==> src/rtl/core/hws_pkg.sv <==
// ----------------------------------------------------------------------------
// hws_pkg
// Shared constants for the heightfield wave shader: request kinds, CSR
// indexes, field widths and register reset values.
// ----------------------------------------------------------------------------
package hws_pkg;

   localparam int GRID_DIM_DEFAULT = 16;

   localparam int HEIGHT_W = 9;
   localparam int DIFF_W   = 10;
   localparam int STEP_W   = 6;
   localparam int SPACE_W  = 7;
   localparam int LOAD_W   = 7;
   localparam int IDX_W    = 6;
   localparam int RG_W     = 7;
   localparam int BLUE_W   = 8;

   localparam logic [1:0] KIND_TICK  = 2'd0;
   localparam logic [1:0] KIND_LOAD  = 2'd1;
   localparam logic [1:0] KIND_SHADE = 2'd2;

   localparam logic [1:0] CSR_STEP_SIZE = 2'd0;
   localparam logic [1:0] CSR_SPACING_X = 2'd1;
   localparam logic [1:0] CSR_SPACING_Y = 2'd2;

   localparam logic [STEP_W-1:0]  STEP_RESET    = 6'd1;
   localparam logic [SPACE_W-1:0] SPACING_RESET = 7'd6;

   localparam int HEIGHT_MAX = 100;

endpackage

==> src/rtl/core/hws_facet.sv <==
// ----------------------------------------------------------------------------
// hws_facet
// Shades one facet: builds the normal, divides nz^2 * 2^32 by |n|^2 one bit
// per cycle, takes the square root one bit per cycle and scales the Q1.16
// intensity to red/green and blue levels.
// ----------------------------------------------------------------------------
module hws_facet (
   input  logic                                 clock,
   input  logic                                 reset,
   input  logic                                 start,
   input  logic signed [hws_pkg::DIFF_W-1:0]    diff_a,
   input  logic signed [hws_pkg::DIFF_W-1:0]    diff_b,
   input  logic        [hws_pkg::SPACE_W-1:0]   spacing_x,
   input  logic        [hws_pkg::SPACE_W-1:0]   spacing_y,
   output logic                                 done,
   output logic        [hws_pkg::RG_W-1:0]      red_green,
   output logic        [hws_pkg::BLUE_W-1:0]    blue
);

   typedef enum logic [2:0] {
      F_IDLE, F_MUL1, F_MUL2, F_SUM, F_DIV, F_SQRT, F_COLOR
   } fstate_type;

   fstate_type state_ff;
   logic signed [hws_pkg::DIFF_W-1:0] da_ff, db_ff;
   logic signed [17:0] nx_ff, ny_ff;
   logic [13:0] nz_ff;
   logic [29:0] sqx_ff, sqy_ff;
   logic [27:0] sqz_ff;
   logic [31:0] len2_ff;
   logic [32:0] rem_ff, quo_ff;
   logic [5:0]  cnt_ff;
   logic [16:0] root_ff;
   logic [4:0]  bit_ff;
   logic        done_ff;
   logic [hws_pkg::RG_W-1:0]   rg_ff;
   logic [hws_pkg::BLUE_W-1:0] blue_ff;

   logic signed [17:0] nx_in, ny_in;
   logic signed [35:0] px, py;
   logic [27:0] pz;
   logic [32:0] div_t;
   logic [16:0] cand;
   logic [33:0] cand_sq;
   logic [17:0] qsum;
   logic [16:0] inten;
   logic [23:0] rg_prod;
   logic [24:0] blue_prod;

   assign nx_in   = $signed({1'b0, spacing_y}) * da_ff;
   assign ny_in   = $signed({1'b0, spacing_x}) * db_ff;
   assign px      = nx_ff * nx_ff;
   assign py      = ny_ff * ny_ff;
   assign pz      = nz_ff * nz_ff;
   assign div_t   = (cnt_ff == 6'd0) ? rem_ff : {rem_ff[31:0], 1'b0};
   assign cand    = root_ff | (17'd1 << bit_ff);
   assign cand_sq = cand * cand;
   assign qsum    = {1'b0, root_ff} + 18'd65536;
   assign inten   = qsum[17:1];
   assign rg_prod   = 24'(inten) * 24'd100;
   assign blue_prod = 25'(inten) * 25'd255;

   always_ff @(posedge clock) begin
      done_ff <= 1'b0;
      if (reset) begin
         state_ff <= F_IDLE;
      end else begin
         case (state_ff)
            F_IDLE: begin
               if (start) begin
                  da_ff    <= diff_a;
                  db_ff    <= diff_b;
                  state_ff <= F_MUL1;
               end
            end
            F_MUL1: begin
               nx_ff    <= nx_in;
               ny_ff    <= ny_in;
               nz_ff    <= spacing_x * spacing_y;
               state_ff <= F_MUL2;
            end
            F_MUL2: begin
               sqx_ff   <= px[29:0];
               sqy_ff   <= py[29:0];
               sqz_ff   <= pz;
               state_ff <= F_SUM;
            end
            F_SUM: begin
               len2_ff  <= 32'(sqx_ff) + 32'(sqy_ff) + 32'(sqz_ff);
               rem_ff   <= 33'(sqz_ff);
               quo_ff   <= '0;
               cnt_ff   <= '0;
               root_ff  <= '0;
               bit_ff   <= 5'd16;
               state_ff <= (nz_ff == '0) ? F_COLOR : F_DIV;
            end
            F_DIV: begin
               if (div_t >= {1'b0, len2_ff}) begin
                  rem_ff <= div_t - {1'b0, len2_ff};
                  quo_ff <= {quo_ff[31:0], 1'b1};
               end else begin
                  rem_ff <= div_t;
                  quo_ff <= {quo_ff[31:0], 1'b0};
               end
               cnt_ff <= cnt_ff + 6'd1;
               if (cnt_ff == 6'd32) state_ff <= F_SQRT;
            end
            F_SQRT: begin
               if (cand_sq <= {1'b0, quo_ff}) root_ff <= cand;
               bit_ff <= bit_ff - 5'd1;
               if (bit_ff == 5'd0) state_ff <= F_COLOR;
            end
            F_COLOR: begin
               rg_ff    <= rg_prod[22:16];
               blue_ff  <= blue_prod[23:16];
               done_ff  <= 1'b1;
               state_ff <= F_IDLE;
            end
            default: state_ff <= F_IDLE;
         endcase
      end
   end

   assign done      = done_ff;
   assign red_green = rg_ff;
   assign blue      = blue_ff;

endmodule
==> config.mk <==
export PLATFORM = sky130hd
export DESIGN_NAME = hws_facet
export DESIGN_NICKNAME = d
export VERILOG_FILES = /design/src/rtl/core/hws_pkg.sv /design/src/rtl/core/hws_facet.sv
export SDC_FILE = /design/constraint.sdc
export NUM_CORES = 2
export LEC_CHECK = 0
export BUFFER_PORTS_ARGS = -buffer_cell sky130_fd_sc_hd__clkbuf_2
export CAP_MARGIN = 40
export CORE_MARGIN = 2
export CORE_UTILIZATION = 60
export DETAILED_ROUTE_END_ITERATION = 7
export PLACE_DENSITY_LB_ADDON = 0.25
export SLEW_MARGIN = 20
export SYNTH_ARGS = -nofsm -noshare
export SYNTH_HDL_FRONTEND = slang
export SYNTH_SLANG_ARGS = --single-unit
==> constraint.sdc <==
create_clock -name clock -period 12.12 [get_ports clock]
set_clock_uncertainty 0.2 [all_clocks]
set_input_delay 2.424 -clock clock [delete_from_list [all_inputs] [get_ports clock]]
set_output_delay 2.424 -clock clock [all_outputs]
set_load 0.005 [all_outputs]
==> results.toml <==
[floorplan]
dieArea_um2 = 98400
die_w_um = 314
die_h_um = 314
ioPinCount = 53
initial_core_util = 0.605
num_rows = 113
coreArea_um2 = 95000

[grt]
grt_pass1_wl_um = 208000
grt_antenna_before_repair = 4
grt_max_degree = 73
grt_use_total = 0.261
grt_pass1_vias = 42600
grt_overflow = 0

[cts]
cts_tree = "done"
ctsResizeCount = 0
insertion_delay_ns = 0.58
cts-root-buf = "clkbuf_16"
path_clk_slew_ns = 0.07
cts_sinks = 300
clockBufferDepth = 3
numCtsBuffers = 39
cts_hold_buf = 0
htree_levels = 2
post-cts-setup-buffer-count = 0

[setup_path]
cp-start-kind = "flip-flop"
cp_max_fo = 17
cpMostUsedCell = "inv_1"
worst-endpoint-required_ns = 12.12
critical-path-slowest-cell = "a21o_1"
worstPathArrival_ns = 10.71
worst-setup-path-type = "reg -> reg"
r2r_cells = 34
slowest_delay_ns = 0.68
endpoint_kind = "flip-flop"

[drt]
via_count = 39000
first_pass_iters = 5
drc = 0
drt_iter0_markers = 2139
antenna_left = 0
wl_um = 122000
wl_per_cell_um = 16.9
avgViaCountPerCell = 5.41

[synth]
synth_edf_count = 296
synth_most_common_cell = "inv_1"
yosys-top-cells-area = "fa_1 36%, edfxtp_1 15%, ha_1 15%, inv_1 9.6%, and2_1 3.3%"
yosysTopAreaCell = "fa_1"
ys_seq_area_frac = 0.156
avgSynthCellArea_um2 = 9.76
syn_area_um2 = 57500
ys.flop_type = "edfxtp_1"
synth.distinct_cells = 82
ys_ff_latch = 300
synth_common_cells = "1476 x inv_1, 1048 x fa_1, 672 x ha_1, 433 x nand2_1, 339 x nor2_1"
yosysWarnings = 0
async_flop_share = 0
postSynthCellCount = 5896
synth_top_area_frac = 0.365

[timing]
maxSlewHeadroom = 0.423
slew_violations = 0
final.min_clock_period_ns = 10.71
finalSetupViolCount = 0
finalHoldViolCount = 0
tightest_slew_ns = 0.866
finalSetupTns_ns = 0
rsz0062_at_grt = "no"
period_share = 0.884
fmax_mhz = 93.4

[worst_hold_path]
hold_path_class = "reg -> reg"
hold_depth = 2

[finish]
drive_gt1_frac = 0.0397
nNetsFinal = 7669
multi_input_area_um2 = 42600
final_util = 0.639
syn_to_final_growth_pct = 5.52
seqCellArea_um2 = 8970
final.fill_count = 7790

[place]
portBuffers = 52
gp_congestion = 0.922
hpwl_um = 100000

[flow_run]
max-cap-violations = 0

[outcome]
status = "completed"
## routing by layer
layer	GRT usage	vias up	wire length, um
met4	0.0820	2	3810
met5	0	-	8
li1	-	18300	-
met3	0.0300	222	5660
met2	0.458	886	60800
met1	0.341	19600	51400
## placed cells by master, fill, tap and decap left out, types with 52 or more instances in the layout
cell type / n
clkbuf_2: 52
nor2_1: 337
and2_1: 304
nor2b_1: 52
nand2_1: 433
xnor2_1: 212
edfxtp_1: 296
a21o_1: 83
inv_1: 1476
ha_1: 672
fa_1: 1048
o21ai_0: 108
xor2_1: 55
a21oi_1: 225
## stage by stage
stage	std cells	hold WS [ns]	worst slack, ns	area, um2
after floorplan	5898	0.224	2.69	57500
after global placement	7124	0.345	1.66	59200
after detailed placement	7131	0.356	1.48	59300
after CTS	7203	0.369	1.35	60600
after global routing	7208	0.380	0.681	60700
final	7210	0.372	1.41	60700
## sequential cells by signal, summed over array words and instances (netlist names), 10 cells and up
register	flops
da_ff	10
root_ff	17
quo_ff	33
db_ff	10
rem_ff	33
nx_ff	18
sqy_ff	29
nz_ff	14
ny_ff	18
sqx_ff	29
sqz_ff	27
len2_ff	32
## path summary, 6_finish.rpt
path	from	endpoint	slack, ns
worst min-delay path	quo_ff[4]	quo_ff[5]	0.37
worst min register to register	quo_ff[4]	quo_ff[5]	0.37
worst max register to register	bit_ff[0]	root_ff[9]	1.41
worst max-delay path	bit_ff[0]	root_ff[9]	1.41
## cell families after synthesis
| family | synth area share |
|---|---|
| other | 0.0000652 |
| flip-flops | 0.156 |
| adder cells (fa/ha/maj) | 0.511 |
| AO/OA/AOI/OAI | 0.0685 |
| AND/OR/NAND/NOR | 0.112 |
| multiplexers | 0.00726 |
| buffers and inverters | 0.105 |
| XOR/XNOR | 0.0407 |
## area by class of cell
type | instances | share of cell area
antenna | 2 | 0.0000824
clock buffer | 43 | 0.0163
clock inverter | 29 | 0.00488
inverter | 1481 | 0.0916
multi-input combinational | 3992 | 0.701
sequential | 300 | 0.148
tap | 1265 | 0.0261
timing repair buffer | 98 | 0.0121
## worst max-delay path: cells and delay by family (launching register included)
family | cells | cell delay, ns
adders and majority gates | 9 | 3.91
AOI/OAI and AO/OA | 10 | 3.21
and+or+nand+nor | 7 | 1.63
buffers and inverters | 7 | 0.85
DFF | 1 | 0.42
xor gates and xnor gates | 1 | 0.09
Power is not shown: default switching activity piles up to over one toggle a cycle in this logic, so the estimate is an artifact.
